## src/rtl/hci_uart_h4_deframer_macros.svh

```systemverilog
// Assertion helpers used by the deframer parser (h4d_parser).
// Each helper expects signals named aclk and aresetn in the enclosing module.
`ifndef HCI_UART_H4_DEFRAMER_MACROS_SVH
`define HCI_UART_H4_DEFRAMER_MACROS_SVH

// Same-cycle implication, checked outside reset.
`define H4D_ASSERT_NOW(lbl, ante, cons, msg) \
    lbl: assert property (@(posedge aclk) disable iff (!aresetn) (ante) |-> (cons)) \
        else $error(msg);

// Next-cycle implication, checked outside reset.
`define H4D_ASSERT_NEXT(lbl, ante, cons, msg) \
    lbl: assert property (@(posedge aclk) disable iff (!aresetn) (ante) |=> (cons)) \
        else $error(msg);

`endif

```

## src/rtl/h4d_pkg.sv

```systemverilog
`default_nettype none

package h4d_pkg;

    // H4 packet kinds as carried on the result channel
    localparam logic [1:0] KIND_ACL   = 2'd0;
    localparam logic [1:0] KIND_SYNC  = 2'd1;
    localparam logic [1:0] KIND_EVENT = 2'd2;

    // sticky error codes
    localparam logic [1:0] ERR_NONE = 2'd0;
    localparam logic [1:0] ERR_TYPE = 2'd1;
    localparam logic [1:0] ERR_LONG = 2'd2;
    localparam logic [1:0] ERR_LINE = 2'd3;

    // H4 packet type bytes
    localparam logic [7:0] TYPE_FIRST = 8'h02;
    localparam logic [7:0] TYPE_LAST  = 8'h04;

    // vendor bytes dropped during download
    localparam logic [7:0] VENDOR_BYTE_A = 8'h34;
    localparam logic [7:0] VENDOR_BYTE_B = 8'h31;

    localparam logic [15:0] MAX_ACL_RESET = 16'd1020;

    localparam logic CFG_IDX_MAX_ACL  = 1'b0;
    localparam logic CFG_IDX_DOWNLOAD = 1'b1;

    // one received byte
    typedef struct packed {
        logic       line_error;
        logic [7:0] rx_byte;
    } h4d_rx_t;

    // one result beat
    typedef struct packed {
        logic [1:0] error_kind;
        logic       frame_last;
        logic       in_header;
        logic [1:0] packet_kind;
        logic [7:0] frame_byte;
    } h4d_beat_t;

    // handshake between the input register and the parser
    typedef struct packed {
        logic valid;
        logic step;
    } h4d_ctl_t;

endpackage

`default_nettype wire

```

## src/rtl/h4d_in_reg.sv

```systemverilog
`default_nettype none

module h4d_in_reg
    import h4d_pkg::*;
(
    input  wire logic    aclk,
    input  wire logic    aresetn,
    input  wire logic    s_valid,
    output logic         s_ready,
    input  wire h4d_rx_t s_item,
    input  wire logic    step,
    output h4d_ctl_t     ctl,
    output h4d_rx_t      item
);

    logic    valid_reg;
    logic    valid_next;
    h4d_rx_t item_reg;

    // take a new byte when empty or when the held one moves on this cycle
    assign s_ready    = !valid_reg || step;
    assign valid_next = (s_valid && s_ready) || (valid_reg && !step);

    always_ff @(posedge aclk) begin
        if (!aresetn) begin
            valid_reg <= 1'b0;
        end else begin
            valid_reg <= valid_next;
        end
    end

    always_ff @(posedge aclk) begin
        if (s_valid && s_ready) begin
            item_reg <= s_item;
        end
    end

    assign ctl.valid = valid_reg;
    assign ctl.step  = step;
    assign item      = item_reg;

endmodule

`default_nettype wire

```

## src/rtl/h4d_parser.sv

```systemverilog
`default_nettype none
`include "hci_uart_h4_deframer_macros.svh"

module h4d_parser
    import h4d_pkg::*;
(
    input  wire logic        aclk,
    input  wire logic        aresetn,
    input  wire h4d_ctl_t    ctl,
    input  wire h4d_rx_t     item,
    input  wire logic [15:0] max_acl_payload,
    input  wire logic        download_mode,
    output logic             res_valid,
    output h4d_beat_t        res
);

    typedef enum logic [1:0] {
        PH_TYPE,
        PH_HEADER,
        PH_PAYLOAD,
        PH_ERROR
    } phase_t;

    phase_t      phase_reg, phase_next;
    logic [1:0]  kind_reg, kind_next;
    logic [2:0]  hcount_reg, hcount_next;
    logic [7:0]  len_low_reg, len_low_next;
    logic [15:0] remain_reg, remain_next;

    logic [2:0]  hlen;
    logic [2:0]  hcount_inc;
    logic [15:0] frame_len;
    logic [15:0] remain_dec;
    logic [7:0]  type_off;

    always_comb begin
        case (kind_reg)
            KIND_ACL:  hlen = 3'd4;
            KIND_SYNC: hlen = 3'd3;
            default:   hlen = 3'd2;
        endcase
    end

    assign hcount_inc = hcount_reg + 3'd1;
    assign frame_len  = (kind_reg == KIND_ACL) ? {item.rx_byte, len_low_reg}
                                               : {8'd0, item.rx_byte};
    assign remain_dec = (remain_reg != 16'd0) ? remain_reg - 16'd1 : 16'd0;
    assign type_off   = item.rx_byte - TYPE_FIRST;

    always_comb begin
        phase_next   = phase_reg;
        kind_next    = kind_reg;
        hcount_next  = hcount_reg;
        len_low_next = len_low_reg;
        remain_next  = remain_reg;
        res_valid    = 1'b0;
        res          = '0;

        if (phase_reg == PH_ERROR) begin
            // repeat the held code for every byte until reset
            res_valid      = 1'b1;
            res.error_kind = kind_reg;
        end else if (item.line_error) begin
            res_valid      = 1'b1;
            res.error_kind = ERR_LINE;
            phase_next     = PH_ERROR;
            kind_next      = ERR_LINE;
            hcount_next    = 3'd0;
            remain_next    = 16'd0;
        end else begin
            case (phase_reg)
                PH_TYPE: begin
                    if (item.rx_byte inside {[TYPE_FIRST:TYPE_LAST]}) begin
                        kind_next   = type_off[1:0];
                        hcount_next = 3'd0;
                        phase_next  = PH_HEADER;
                    end else if (download_mode && (item.rx_byte == VENDOR_BYTE_A ||
                                                   item.rx_byte == VENDOR_BYTE_B)) begin
                        // drop vendor byte
                    end else begin
                        res_valid      = 1'b1;
                        res.error_kind = ERR_TYPE;
                        phase_next     = PH_ERROR;
                        kind_next      = ERR_TYPE;
                        hcount_next    = 3'd0;
                        remain_next    = 16'd0;
                    end
                end
                PH_HEADER: begin
                    if (hcount_inc < hlen) begin
                        if (kind_reg == KIND_ACL && hcount_reg == 3'd2) begin
                            len_low_next = item.rx_byte;
                        end
                        hcount_next     = hcount_inc;
                        res_valid       = 1'b1;
                        res.frame_byte  = item.rx_byte;
                        res.packet_kind = kind_reg;
                        res.in_header   = 1'b1;
                    end else begin
                        hcount_next = 3'd0;
                        res_valid   = 1'b1;
                        if (kind_reg == KIND_ACL && frame_len > max_acl_payload) begin
                            res.error_kind = ERR_LONG;
                            phase_next     = PH_ERROR;
                            kind_next      = ERR_LONG;
                            remain_next    = 16'd0;
                        end else begin
                            res.frame_byte  = item.rx_byte;
                            res.packet_kind = kind_reg;
                            res.in_header   = 1'b1;
                            if (frame_len == 16'd0) begin
                                // empty payload: frame ends at the header
                                res.frame_last = 1'b1;
                                phase_next     = PH_TYPE;
                            end else begin
                                remain_next = frame_len;
                                phase_next  = PH_PAYLOAD;
                            end
                        end
                    end
                end
                PH_PAYLOAD: begin
                    remain_next     = remain_dec;
                    res_valid       = 1'b1;
                    res.frame_byte  = item.rx_byte;
                    res.packet_kind = kind_reg;
                    res.frame_last  = (remain_dec == 16'd0);
                    if (remain_dec == 16'd0) begin
                        phase_next = PH_TYPE;
                    end
                end
                default: begin
                    phase_next = PH_ERROR;
                end
            endcase
        end
    end

    always_ff @(posedge aclk) begin
        if (!aresetn) begin
            phase_reg   <= PH_TYPE;
            kind_reg    <= 2'd0;
            hcount_reg  <= 3'd0;
            len_low_reg <= 8'd0;
            remain_reg  <= 16'd0;
        end else if (ctl.valid && ctl.step) begin
            phase_reg   <= phase_next;
            kind_reg    <= kind_next;
            hcount_reg  <= hcount_next;
            len_low_reg <= len_low_next;
            remain_reg  <= remain_next;
        end
    end

    `H4D_ASSERT_NEXT(a_error_sticky, phase_reg == PH_ERROR, phase_reg == PH_ERROR, "error phase left before reset")
    `H4D_ASSERT_NOW(a_error_repeats, phase_reg == PH_ERROR && ctl.valid, res_valid && res.error_kind == kind_reg && kind_reg != ERR_NONE, "error phase gave no error result")
    `H4D_ASSERT_NOW(a_payload_count, phase_reg == PH_PAYLOAD, remain_reg != 16'd0, "payload phase with nothing left")
    `H4D_ASSERT_NOW(a_header_count, phase_reg == PH_HEADER, hcount_reg < hlen, "header count past header length")

endmodule

`default_nettype wire

```

## src/rtl/h4d_out_reg.sv

```systemverilog
`default_nettype none

module h4d_out_reg
    import h4d_pkg::*;
(
    input  wire logic      aclk,
    input  wire logic      aresetn,
    input  wire logic      load,
    input  wire h4d_beat_t beat,
    output logic           can_load,
    output logic           m_valid,
    input  wire logic      m_ready,
    output h4d_beat_t      m_beat
);

    logic      valid_reg;
    logic      valid_next;
    h4d_beat_t beat_reg;

    // free when empty or when the held beat is taken this cycle
    assign can_load   = !valid_reg || m_ready;
    assign valid_next = load || (valid_reg && !m_ready);

    always_ff @(posedge aclk) begin
        if (!aresetn) begin
            valid_reg <= 1'b0;
        end else begin
            valid_reg <= valid_next;
        end
    end

    always_ff @(posedge aclk) begin
        if (load) begin
            beat_reg <= beat;
        end
    end

    assign m_valid = valid_reg;
    assign m_beat  = beat_reg;

endmodule

`default_nettype wire

```

## src/rtl/hci_uart_h4_deframer.sv

```systemverilog
// HCI UART (H4) receive deframer.
// s_ channel: one UART byte per transfer, tdata = received byte, tuser = line
// error flag. m_ channel: one transfer per header or payload byte, tdata = the
// byte, tlast = final byte of the frame, tuser = kind, header flag, error code.
// The packet type byte and, in download mode, vendor bytes 0x34/0x31 produce
// no transfer. After an unknown type, an oversized ACL length or a line error
// every further byte produces an error transfer until reset.
// cfg channel: index 0 = largest ACL payload (16 bits), 1 = download mode.
// Write it only while no byte is in flight; cfg_ready is always high.
// Path: each byte is held in the input register, the parser turns it into a
// result, and the result register presents that on m_; one byte per cycle is
// sustained while m_tready stays high, with the header/payload state updated
// between those registers.
// Stalls: when m_tready is low the result register holds, one more byte waits
// in the input register, then s_tready drops.
// Reset (aresetn low, synchronous): both registers empty, parser waits for a
// type byte, ACL limit 1020, download mode off.
`default_nettype none

module hci_uart_h4_deframer
    import h4d_pkg::*;
(
    input  wire logic        aclk,
    input  wire logic        aresetn,
    // received byte
    input  wire logic        s_tvalid,
    output logic             s_tready,
    input  wire logic [7:0]  s_tdata,   // [7:0] rx_byte
    input  wire logic [0:0]  s_tuser,   // [0] line_error
    // frame bytes
    output logic             m_tvalid,
    input  wire logic        m_tready,
    output logic [7:0]       m_tdata,   // [7:0] frame_byte
    output logic             m_tlast,   // frame_last
    output logic [4:0]       m_tuser,   // [1:0] packet_kind, [2] in_header, [4:3] error_kind
    // register writes
    input  wire logic        cfg_valid,
    output logic             cfg_ready,
    input  wire logic [0:0]  cfg_index,
    input  wire logic [15:0] cfg_data
);

    logic [15:0] max_acl_reg;
    logic        download_reg;

    h4d_rx_t   s_item;
    h4d_rx_t   item;
    h4d_ctl_t  ctl;
    logic      step;
    logic      res_valid;
    h4d_beat_t res;
    logic      out_free;
    h4d_beat_t m_beat;

    // registers accept a write every cycle
    assign cfg_ready = 1'b1;

    always_ff @(posedge aclk) begin
        if (!aresetn) begin
            max_acl_reg  <= MAX_ACL_RESET;
            download_reg <= 1'b0;
        end else if (cfg_valid && cfg_ready) begin
            if (cfg_index[0] == CFG_IDX_MAX_ACL) begin
                max_acl_reg <= cfg_data;
            end else begin
                download_reg <= cfg_data[0];
            end
        end
    end

    assign s_item.rx_byte    = s_tdata;
    assign s_item.line_error = s_tuser[0];

    // advance the held byte only when the result register can take its result
    assign step = ctl.valid && out_free;

    h4d_in_reg u_in_reg (
        .aclk    (aclk),
        .aresetn (aresetn),
        .s_valid (s_tvalid),
        .s_ready (s_tready),
        .s_item  (s_item),
        .step    (step),
        .ctl     (ctl),
        .item    (item)
    );

    h4d_parser u_parser (
        .aclk            (aclk),
        .aresetn         (aresetn),
        .ctl             (ctl),
        .item            (item),
        .max_acl_payload (max_acl_reg),
        .download_mode   (download_reg),
        .res_valid       (res_valid),
        .res             (res)
    );

    h4d_out_reg u_out_reg (
        .aclk     (aclk),
        .aresetn  (aresetn),
        .load     (step && res_valid),
        .beat     (res),
        .can_load (out_free),
        .m_valid  (m_tvalid),
        .m_ready  (m_tready),
        .m_beat   (m_beat)
    );

    assign m_tdata = m_beat.frame_byte;
    assign m_tlast = m_beat.frame_last;
    assign m_tuser = {m_beat.error_kind, m_beat.in_header, m_beat.packet_kind};

endmodule

`default_nettype wire
```

## config.mk

```make
export PLATFORM = sky130hd
export DESIGN_NAME = hci_uart_h4_deframer
export DESIGN_NICKNAME = d
export VERILOG_FILES = /design/src/rtl/h4d_pkg.sv /design/src/rtl/h4d_in_reg.sv /design/src/rtl/h4d_parser.sv /design/src/rtl/h4d_out_reg.sv /design/src/rtl/hci_uart_h4_deframer.sv
export VERILOG_INCLUDE_DIRS = /design/src /design/src/rtl
export SDC_FILE = /design/constraint.sdc
export NUM_CORES = 1
export LEC_CHECK = 0
export BUFFER_PORTS_ARGS = -buffer_cell sky130_fd_sc_hd__buf_2
export CAP_MARGIN = 20
export CORE_ASPECT_RATIO = 0.5
export CORE_MARGIN = 2
export CORE_UTILIZATION = 50
export DETAILED_ROUTE_END_ITERATION = 12
export PLACE_DENSITY = 0.7
export SLEW_MARGIN = 10
export SYNTH_ARGS = -nofsm -noshare
export SYNTH_HDL_FRONTEND = slang
export SYNTH_SLANG_ARGS = --single-unit
export TNS_END_PERCENT = 1
```

## constraint.sdc

```tcl
create_clock -name aclk -period 10.5 [get_ports aclk]
set_clock_uncertainty 0.1 [all_clocks]
set_input_delay 0.525 -clock aclk [delete_from_list [all_inputs] [get_ports aclk]]
set_output_delay 0.525 -clock aclk [all_outputs]
set_load 0.01 [all_outputs]
```

Word-level counts from Yosys, hierarchy flattened --
Index checks and enable logic that the tools add are counted.
Storage, ports and cells: word-level logic and storage cells 123, flip-flop bits (word level) 73, bits of input ports 31, output and inout bits 17
Operators by class: add/subtract/negate cells 3, reduce and logical (&&, ||, !) cells 36, equal/unequal tests 14, magnitude comparators 4, bitwise logic cells 4, multiplexer cells 46
Operators by type and width (number):
- $mux W16 | 8
- $pmux W16 S3 | 1
- $logic_not A16 Y1 | 2
- $mux W2 | 16
- $pmux W10 S2 | 1
- $eq A8 B6 Y1 const B | 2
- $gt A16 B16 Y1 | 1
- $reduce_bool A16 Y1 | 1
- $sub A16 B1 Y16 const B | 1
- $mux W3 | 5
- $mux W12 | 1
- $pmux W3 S2 | 2
- $reduce_and A6 Y1 | 2
- $mux W11 | 1
- $logic_and A1 B1 Y1 | 10
- $ne A3 B3 Y1 const B | 3
- $ge A8 B2 Y1 const B | 1
- $le A8 B3 Y1 const B | 1
- $ne A4 B3 Y1 const B | 2
- $pmux W2 S2 | 2
- $reduce_and A7 Y1 | 1
- $mux W1 | 6
- $ne A3 B2 Y1 const B | 2
- $pmux W2 S3 | 1
- other kinds (18) | 34

Longest topological paths before layout --
Gate-level depths: netlist of the first run.
depth in word-level cells 10, mapped depth 16, depth with buffers taken out 12

By module --
Synthesis of the first run repeated with hierarchy kept, for this count alone.
Unflattened totals: cell total of the unflattened synthesis 511, area total of the unflattened synthesis 4556.9 µm²
Modules (own cells, without submodules):
- h4d_parser | sequential area each 620.6 µm², cells an instance 398, area each 3009.1 µm², instances 1
- hci_uart_h4_deframer | sequential area each 340.3 µm², cells an instance 79, area each 735.7 µm², instances 1
- h4d_out_reg | sequential area each 440.4 µm², cells an instance 18, area each 469.2 µm², instances 1
- h4d_in_reg | sequential area each 290.3 µm², cells an instance 16, area each 342.8 µm², instances 1

Worst setup path after synthesis of the first run --
Ideal clock, no wire load.
path type register to register, start register u_parser.kind_reg[0], end register u_parser.kind_reg[1], path buffers 2, period minus slack after synthesis 3.359 ns, required time 10.285 ns, arrival time 3.144 ns, stages on the path, launching flop included 14, setup time 0.115 ns, slack 7.141 ns, path through dfxtp_1 or2_0 clkbuf_1 inv_1 clkbuf_1 and2_1 ha_1 nand4_2 nor4_2 a21boi_2 o41ai_4 a211o_1 or4_1 and3_1
Between the ends: cells in the longest elaborated chain, start to end 6, elaborated cells between the ends (all ways) 10
RTL lines:
- from (decl) | line h4d_parser.sv:25 | logic [1:0] kind_reg, kind_next;
- from (signal assigned) | line h4d_parser.sv:148 | kind_reg <= kind_next;
- $logic_not A2 Y1 | line h4d_parser.sv:37, h4d_parser.sv:45, h4d_parser.sv:102
- $mux W16 | line h4d_parser.sv:45 | assign frame_len = (kind_reg == KIND_ACL) ? {item.rx_byte, len_low_reg}
- $gt A16 B16 Y1 | line h4d_parser.sv:102 | if (kind_reg == KIND_ACL && frame_len > max_acl_payload) begin
- $logic_and A1 B1 Y1 | line h4d_parser.sv:102
- $ne A3 B2 Y1 (no line)
- $reduce_and A6 Y1 (no line) *
Every way passes the cells marked *; elsewhere a longest branch is shown, timed or not. A chain may end at the register's enable or synchronous reset.

Worst setup path after layout of the first run --
start register u_parser.kind_reg[0], end register u_out_reg.beat_reg, in the netlist u_out_reg.m_beat[11] (data pin)
Between the ends: cells in the longest elaborated chain, start to end 7, elaborated cells between the ends (all ways) 12
RTL lines:
- $logic_not A2 Y1 | line h4d_parser.sv:37, h4d_parser.sv:45, h4d_parser.sv:102
- $mux W16 | line h4d_parser.sv:45
- $gt A16 B16 Y1 / $logic_not A16 Y1 (equally long branches) | line h4d_parser.sv:102, h4d_parser.sv:111
- $logic_and A1 B1 Y1 / $mux W1 (equally long branches) | line h4d_parser.sv:102, h4d_parser.sv:111
- $mux W12 | line h4d_parser.sv:102
- $mux W3 * | line h4d_parser.sv:90 | if (hcount_inc < hlen) begin
- $pmux W1 S2 * | line h4d_parser.sv:71 | case (phase_reg)
- to (signal assigned) | line h4d_out_reg.sv:34 | beat_reg <= beat;
- to (decl) | line h4d_out_reg.sv:18 | h4d_beat_t beat_reg;
Marked as above.

==> summary.md, run 1 <==
| Metric | Value |
|---|---|
| Sw Ratio | 29.91% |
| Seq pwr share | 43.0% |
| Fin area | 5035 sq um |
| CTS resizes | 0 |
| Hold Buf Count CTS | 0 |
| Initial core utilization | 51.66% |
| Core area | 8738 sq um |
| Post-synthesis sequential area ratio | 37.47% |
| GRT Residual Overflow | 0 |
| Setup TNS | 0 ns |
| Yosys warns | 0 |
| Area grow syn2layout | 11.53% |
| CTS root buf | clkbuf_16 |
| Switch Pwr | 0.0002209 W |
| Stages on worst setup path | 12 |
| Clock tree buffer depth | 2 |
| # Post-CTS Setup Buffers | 0 |
| Die Wd | 138.4 um |
| Vias post-DR | 3852 |
| Hpwl dp | 7991 um |
| Int Pwr | 0.0005177 W |
| Final worst path period share | 42.20% |
| Dpl cell area | 4755 sq um |
| Yosys cell types | 68 |
| Die ar. | 9851 sq um |
| First-pass GRT wire length | 18480 um |
| Crit-path max FO | 17 |
| Total GRT Usage | 23.42% |
| CP Data Required Time | 10.59 ns |
| Initial antenna violation count | 0 |
| WL/cell | 16.42 um |
| NumNets Final | 601 |
| CTS tree | done |
| DR iter-0 viols | 335 |
| Largest net degree at the start of global routing | 48 |
| Share of layout cells above drive strength 1 | 14.60% |
| Ant diodes | 0 |
| Hold Path Class | in -> reg |
| Fin Hold WS | 0.2612 ns |
| H-tree Lvls | 3 |
| Synth async-reset ratio | 0% |
| Detailed Routing Iterations Pass 1 | 5 |
| Kind of end point of the critical path | register |
| Vias in the first global route | 3635 |
| Worst EP arrival | 4.53 ns |
| Max-slew headroom | 41.72% |
| Clock buffer count from CTS | 9 |
| Cells on worst reg2reg path | 12 |
| Logic pwr share | 17.9% |
| Worst-Margin Slew | 0.8743 ns |
| Max-slew violation count | 0 |
| Top_reg_cell synth | dfxtp_1 |
| Clk sinks | 73 |
| Max incr delay on CP | 0.70 ns |
| Syn Area/Cell | 8.749 sq um |
| WP buf/inv | 1 |
| Max Cap Violations | 0 |
| Final min period | 4.431 ns |
| Clock-pin slew on the worst setup and hold paths | 0.06 ns |
| RSZ-0062 raised after global routing | false |
| Cells along the critical path | or2_0 -> inv_1 -> nand2_1 -> nand2_1 -> ha_1 -> a21oi_1 -> o21ai_0 -> o2bb2ai_1 -> o41ai_4 -> and2_0 -> nand3_1 -> a21oi_1 |
| Pre-CTS setup slack | 6.154 ns |
| FF+latch count, synth | 73 |
| Skew-Pair Late Insertion Delay | 0.34 ns |
| Worst R2R Start | u_parser.kind_reg[0] |
| Via density per instance | 5.792 |
| Net count after synthesis | 574 |
| I/O Buffers | 46 |
| Fmax | 225.7 MHz |
| RePlAce Congestion | 0.9313 |
| Slowest-stage cell, CP | or2_0 |
| Power Density | 146.7 nW/um^2 |
| Cell family with most CP delay | simple AND/OR/NAND/NOR gates |
| Synthesized cell area | 4514 sq um |
| Post-layout util | 57.62% |
| Clock share of power | 39.1% |
| R2R Setup Slk | 6.07 ns |
| Die H | 71.19 um |
| Crit Path Category | reg -> reg |
| Post-DRT Antenna Nets | 0 |
| Io pins | 48 |
| Critical Path Source | u_parser.kind_reg[0] |
| Status | finished, final reports clean |
| FP Rows | 24 |
| Synth Instances | 516 |
| Final WS setup | 6.069 ns |
| Peak supply drop | 0.08848 mV |
| FF-to-FF End | u_out_reg.m_beat[11] |
| CP Launch Type | register |
| Critical path destination | u_out_reg.m_beat[11] |
| Post-synth EDFFs | 23 |
| Final WL | 10920 um |
| Final setup violation count | 0 |
| Remaining DRCs | 0 |
| Lkg Pwr | 2.061 nW |
| Hold Fails Final Rpt | 0 |
cell usage in the layout, fill, tap and decap left out, types with 11 or more instances in the layout:
cell type  Yosys  layout
nand2_1       75      75
dfxtp_1       50      50
buf_2         10      46
nor2_1        27      27
ha_1          27      27
inv_1         26      26
o21ai_0       24      24
a21oi_1       23      23
edfxtp_1      23      23
and2_1        18      18
nor2b_1       17      17
a21boi_0      15      15
nor3_1        14      14
o211ai_1      11      11
how the worst min path moves through the flow:
stage	start	end	slack, ns	cells past startpoint
global route	s_tdata[5]	u_in_reg.item[5]	0.25	1
global placement	max_acl_reg[13]	max_acl_reg[13]	0.36	2
floorplan	download_reg	download_reg	0.34	2
detailed placement	max_acl_reg[13]	max_acl_reg[13]	0.37	2
CTS	s_tdata[1]	u_in_reg.item[1]	0.25	1
finish	s_tuser	u_in_reg.item[8]	0.26	1
cells in the mapped netlist, drive strengths merged, types with 3 or more instances:
| library cell | n | area share (%) |
|---|---|---|
| o21a | 5 | 0.83 |
| ha | 27 | 7.5 |
| xor2 | 8 | 1.6 |
| and3 | 6 | 0.83 |
| nor4 | 11 | 2.5 |
| a22o | 5 | 0.97 |
| nand3b | 4 | 0.67 |
| o21ai | 25 | 2.9 |
| a21o | 5 | 0.83 |
| nor2 | 27 | 2.2 |
| dfxtp | 50 | 22 |
| a21boi | 17 | 2.9 |
| nand3 | 9 | 1.0 |
| and2 | 19 | 2.6 |
| a32o | 3 | 0.67 |
| mux2i | 9 | 2.0 |
| nand2b | 4 | 0.55 |
| buf | 14 | 1.9 |
| or4 | 6 | 1.2 |
| nand2 | 75 | 6.2 |
| clkbuf | 19 | 1.6 |
| nand4 | 6 | 0.97 |
| o2bb2ai | 8 | 1.6 |
| nor2b | 17 | 2.4 |
| nor3 | 14 | 1.6 |
| a31oi | 7 | 1.3 |
| nor3b | 3 | 0.50 |
| inv | 26 | 2.2 |
| o211ai | 12 | 2.1 |
| edfxtp | 23 | 15 |
| a21oi | 23 | 2.5 |
power groups by stage:
| stage | sequential (W) | clock [W] | combinational (W) |
|---|---|---|---|
| 2_1_floorplan | 0.000318 | 0 | 0.000101 |
| 3_3_place_gp | 0.000323 | 0 | 0.000128 |
| 3_5_place_dp | 0.000324 | 0 | 0.000129 |
| 4_1_cts | 0.000317 | 0.000292 | 0.000131 |
| 5_1_grt | 0.000320 | 0.000305 | 0.000147 |
| 6_report | 0.000318 | 0.000289 | 0.000132 |
worst register-to-register path, cell delays in order (launching register included):
cell and delay [ns]:
dfxtp_1 0.38, or2_0 0.70, inv_1 0.43, nand2_1 0.17
nand2_1 0.12, ha_1 0.33, a21oi_1 0.14, o21ai_0 0.11
o2bb2ai_1 0.18, o41ai_4 0.63, and2_0 0.69, nand3_1 0.14
a21oi_1 0.17
cells by family (layout without fill, tap and decap cells):
kind of cell               Yosys count  after routing  synth area share, %
and+or+nand+nor                    211            211                25.08
AOI/OAI and AO/OA                  127            127                20.46
DFF                                 73             73                37.47
buffers and inverters               59             91                5.682
adders and majority gates           27             27                7.483
xor gates and xnor gates             9              9                1.746
muxes                                9              9                1.996
other                                1              1              0.08307
layer usage:
layer | vias to the layer above | wire, um | GRT usage (%)
li1 | 1905 | - | -
met1 | 1779 | 5577 | 35.32
met2 | 149 | 4384 | 33.17
met3 | 19 | 787 | 4.942
met4 | 0 | 172 | 7.937
met5 | - | 0 | 0
final cells by class:
class                      instances  area, sq um
clock buffer                       9        225.2
clock inverter                     7        55.05
fill                             775         3704
inverter                          26        97.59
multi-input combinational        384         2566
sequential                        73         1692
tap                              117        146.4
timing repair buffer              49        252.7
metrics by stage:
| step | cells | total power, W |
|---|---|---|
| 2_1_floorplan | 516 | 0.0004184 |
| 3_3_place_gp | 649 | 0.0004513 |
| 3_5_place_dp | 649 | 0.0004526 |
| 4_1_cts | 665 | 0.0007399 |
| 5_1_grt | 665 | 0.0007716 |
| 6_report | 665 | 0.0007386 |
Power figures use the tool's default switching activity.
==> run 2: changes to the inputs <==
--- a/config.mk
+++ b/config.mk
@@ -6,13 +6,14 @@
 export SDC_FILE = /design/constraint.sdc
 export NUM_CORES = 1
 export LEC_CHECK = 0
+export ABC_AREA = 1
 export BUFFER_PORTS_ARGS = -buffer_cell sky130_fd_sc_hd__buf_2
 export CAP_MARGIN = 20
 export CORE_ASPECT_RATIO = 0.5
 export CORE_MARGIN = 2
 export CORE_UTILIZATION = 50
 export DETAILED_ROUTE_END_ITERATION = 12
-export PLACE_DENSITY = 0.7
+export PLACE_DENSITY = 0.72
 export SLEW_MARGIN = 10
 export SYNTH_ARGS = -nofsm -noshare
 export SYNTH_HDL_FRONTEND = slang
==> constraint.sdc (replaced) <==
create_clock -name aclk -period 4.03 [get_ports aclk]
set_clock_uncertainty 0.1 [all_clocks]
set_input_delay 0.2015 -clock aclk [delete_from_list [all_inputs] [get_ports aclk]]
set_output_delay 0.2015 -clock aclk [all_outputs]
set_load 0.01 [all_outputs]
==> run 2 against run 1 <==
Against the previous run: sequential share of layout area down 1.3 points; non-clock buffer count increased by 15; clock power rose to 2.9 times the previous value; critical path depth up 5; final cell count is 22% higher; synthesized cell count is 24% higher; combinational power grew to 4.3 times the previous value; die area is 0.48% lower; total power grew to 3.0 times the previous value; area after synthesis fell by 0.50%; worst setup slack worse by 5.4 ns; highest routed layer unchanged.
==> summary.md, run 2 <==
| Metric | Value |
|---|---|
| Status | finished, final reports clean |
| Synth async-reset ratio | 0% |
| Top_reg_cell synth | dfxtp_1 |
| Cells along the critical path | nor2_4 -> inv_2 -> nor2_1 -> ha_1 -> nand2_1 -> nor2_1 -> nand2_1 -> nor3_1 -> nand2_1 -> nand3_1 -> nand2_1 -> nand3_2 -> nand2_4 -> inv_4 -> nand2_1 -> nand2_1 -> nor2_1 |
| Yosys cell types | 41 |
| Commonest non-fill, non-tap cell in the layout | nand2_1 |
| Pre-CTS setup slack | 0.6906 ns |
| Area grow syn2layout | 16.63% |
| Post-DRT Antenna Nets | 0 |
| FF+latch count, synth | 73 |
| Skew-Pair Late Insertion Delay | 0.33 ns |
| Remaining DRCs | 0 |
| Vias post-DR | 4311 |
| NumNets Final | 750 |
| Core area | 8708 sq um |
| Clock buffer count from CTS | 9 |
| Most frequent cells in the layout | 130 x nand2_1, 82 x nor2_1, 77 x inv_1 |
| Io pins | 48 |
| Share of layout cells above drive strength 1 | 11.48% |
| CP Launch Type | register |
| Detailed Routing Iterations Pass 1 | 5 |
| Fmax | 293.6 MHz |
| Die Wd | 138.0 um |
| Crit Path Category | reg -> reg |
| Worst-Margin Slew | 0.7505 ns |
| GRT Residual Overflow | 0 |
| Max Cap Violations | 0 |
| Synth area leader | dfxtp_1 |
| Final min period | 3.406 ns |
| Clk sinks | 73 |
| Setup TNS | 0 ns |
| Hpwl dp | 8281 um |
| H-tree Lvls | 3 |
| Area fraction in compound gates after synthesis | 14.15% |
| Largest net degree at the start of global routing | 46 |
| Lkg Pwr | 2.420 nW |
| FP Rows | 24 |
| Via density per instance | 5.296 |
| Worst EP arrival | 3.54 ns |
| Die H | 71.02 um |
| Clock-pin slew on the worst setup and hold paths | 0.06 ns |
| Final setup violation count | 0 |
| Max-slew violation count | 0 |
| Yosys warns | 0 |
| Syn Area/Cell | 7.040 sq um |
| Initial antenna violation count | 0 |
| Largest family of logic cells by synthesized area | simple AND/OR/NAND/NOR gates |
| Peak supply drop | 0.3495 mV |
| Placed Cells | 781 |
| Post-synthesis sequential area ratio | 37.66% |
| Max-slew headroom | 49.97% |
| Die ar. | 9804 sq um |
| Initial core utilization | 51.58% |
| RSZ-0062 raised after global routing | false |
| Ant diodes | 0 |
| Multiplexer share of the synthesized area | 0% |
| I/O Buffers | 46 |
| Synth Instances | 638 |
| Top post-synthesis cells by area | dfxtp_1 22%, edfxtp_1 15%, nand2_1 11% |
| Hold Fails Final Rpt | 0 |
| Final Non-Filler Cells | 814 |
| Hold Path Class | in -> reg |
| Final WS setup | 0.6237 ns |
| Slowest-stage cell, CP | nand2_1 |
| Adder-Cell Fraction of Synth Area | 7.521% |
| Total GRT Usage | 24.44% |
| CP Data Required Time | 4.16 ns |
| Synthesized cell area | 4492 sq um |
| Xor and xnor area share after synthesis | 0.5850% |
| Most frequent cell after synthesis | nand2_1 |
| Post-synth EDFFs | 23 |
| WL/cell | 14.17 um |
| Net count after synthesis | 696 |
| Synth Area in Simple Gates | 30.61% |
| Power Density | 429.8 nW/um^2 |
| Kind of end point of the critical path | register |
| Final WL | 11530 um |
| Crit path top cell by count | nand2_1 |
| Synth top area share | 22.28% |
| RePlAce Congestion | 0.9616 |
| Vias in the first global route | 3919 |
| DR iter-0 viols | 401 |
| CTS root buf | clkbuf_16 |
| Final worst path period share | 84.52% |
| Max incr delay on CP | 0.37 ns |
| Clock tree buffer depth | 2 |
| Most frequent cells after synthesis | 130 x nand2_1, 82 x nor2_1, 77 x inv_1 |
| First-pass GRT wire length | 19220 um |
| Crit-path max FO | 24 |
| CTS tree | done |
run 2: cell types whose count changed in the layout (fill, tap and decap cells not counted), sizes merged, moves of 8 or more:
cell,change
inv,+51
mux2i,-9
nor4,-10
nand2,+63
a21oi,+23
nand3,+48
dlygate4sd3,+17
o21ai,+32
a21boi,-17
nor2,+62
and2,-18
nor2b,-17
o2bb2ai,-8
run 2: per-layer routing:
metal	GRT usage (%)	up-vias	part of all wire, %	wire (um)
li1	-	2209	-	-
met5	0	-	0	0
met4	6.576	0	1.0	115
met3	5.281	11	7.1	814
met2	37.68	144	43	4910
met1	35.07	1947	49	5689
run 2: worst max-delay path: cells and delay by family (launching register included):
kind / cells / cell delay (ns)
and+or+nand+nor: 14 / 2.21
buffers and inverters: 2 / 0.43
adders and majority gates: 1 / 0.18
DFF: 1 / 0.36
run 2: cells by family after synthesis:
group / after synthesis
AO/OA/AOI/OAI: 119
XOR/XNOR: 3
adder cells (fa/ha/maj): 27
buffers and inverters: 101
flip-flops: 73
other: 1
AND/OR/NAND/NOR: 314
run 2: cell type report:
| class | instances | area, sq um |
|---|---|---|
| Fill cell | 845 | 3470 |
| Multi-Input combinational cell | 464 | 2379 |
| Sequential cell | 73 | 1692 |
| Timing Repair Buffer | 64 | 407.9 |
| Inverter | 80 | 302.8 |
| Clock buffer | 10 | 229.0 |
| Tap cell | 117 | 146.4 |
| Clock inverter | 6 | 82.58 |
run 2: where the power goes:
group	total (W)	internal (W)	switching (W)	leakage (nW)
registers	0.000839	0.000805	0.0000336	0.629
logic	0.000570	0.000184	0.000386	1.65
clock network	0.000843	0.000538	0.000305	0.144
run 2: final timing paths:
kind / depth (start not counted) / to / start / slack [ns]
worst min register to register: 2 / download_reg / download_reg / 0.36
worst max register to register: 17 / u_parser.remain_reg[5] / u_parser.kind_reg[0] / 0.62
worst min-delay path: 3 / max_acl_reg[0] / cfg_data[0] / 0.01
worst max-delay path: 17 / u_parser.remain_reg[5] / u_parser.kind_reg[0] / 0.62
run 2: repair_timing:
action                                 CTS  global route
gates resized for setup                  0             0
endpoints found under the hold margin   17             0
setup buffers                            0             0
hold buffers                            17             0
run 2: stage by stage:
step | total power (W) | hold WS [ns] | util (%) | cell area (sq um)
after floorplan | 0.001274 | 0.2004 | - | 4492
after global placement | 0.001389 | 0.2784 | 54.63 | 4757
after detailed placement | 0.001397 | 0.2796 | 54.63 | 4757
after CTS | 0.002250 | 0.006428 | 60.16 | 5239
after global routing | 0.002377 | 0.01376 | 60.16 | 5239
final | 0.002252 | 0.01087 | 60.16 | 5239
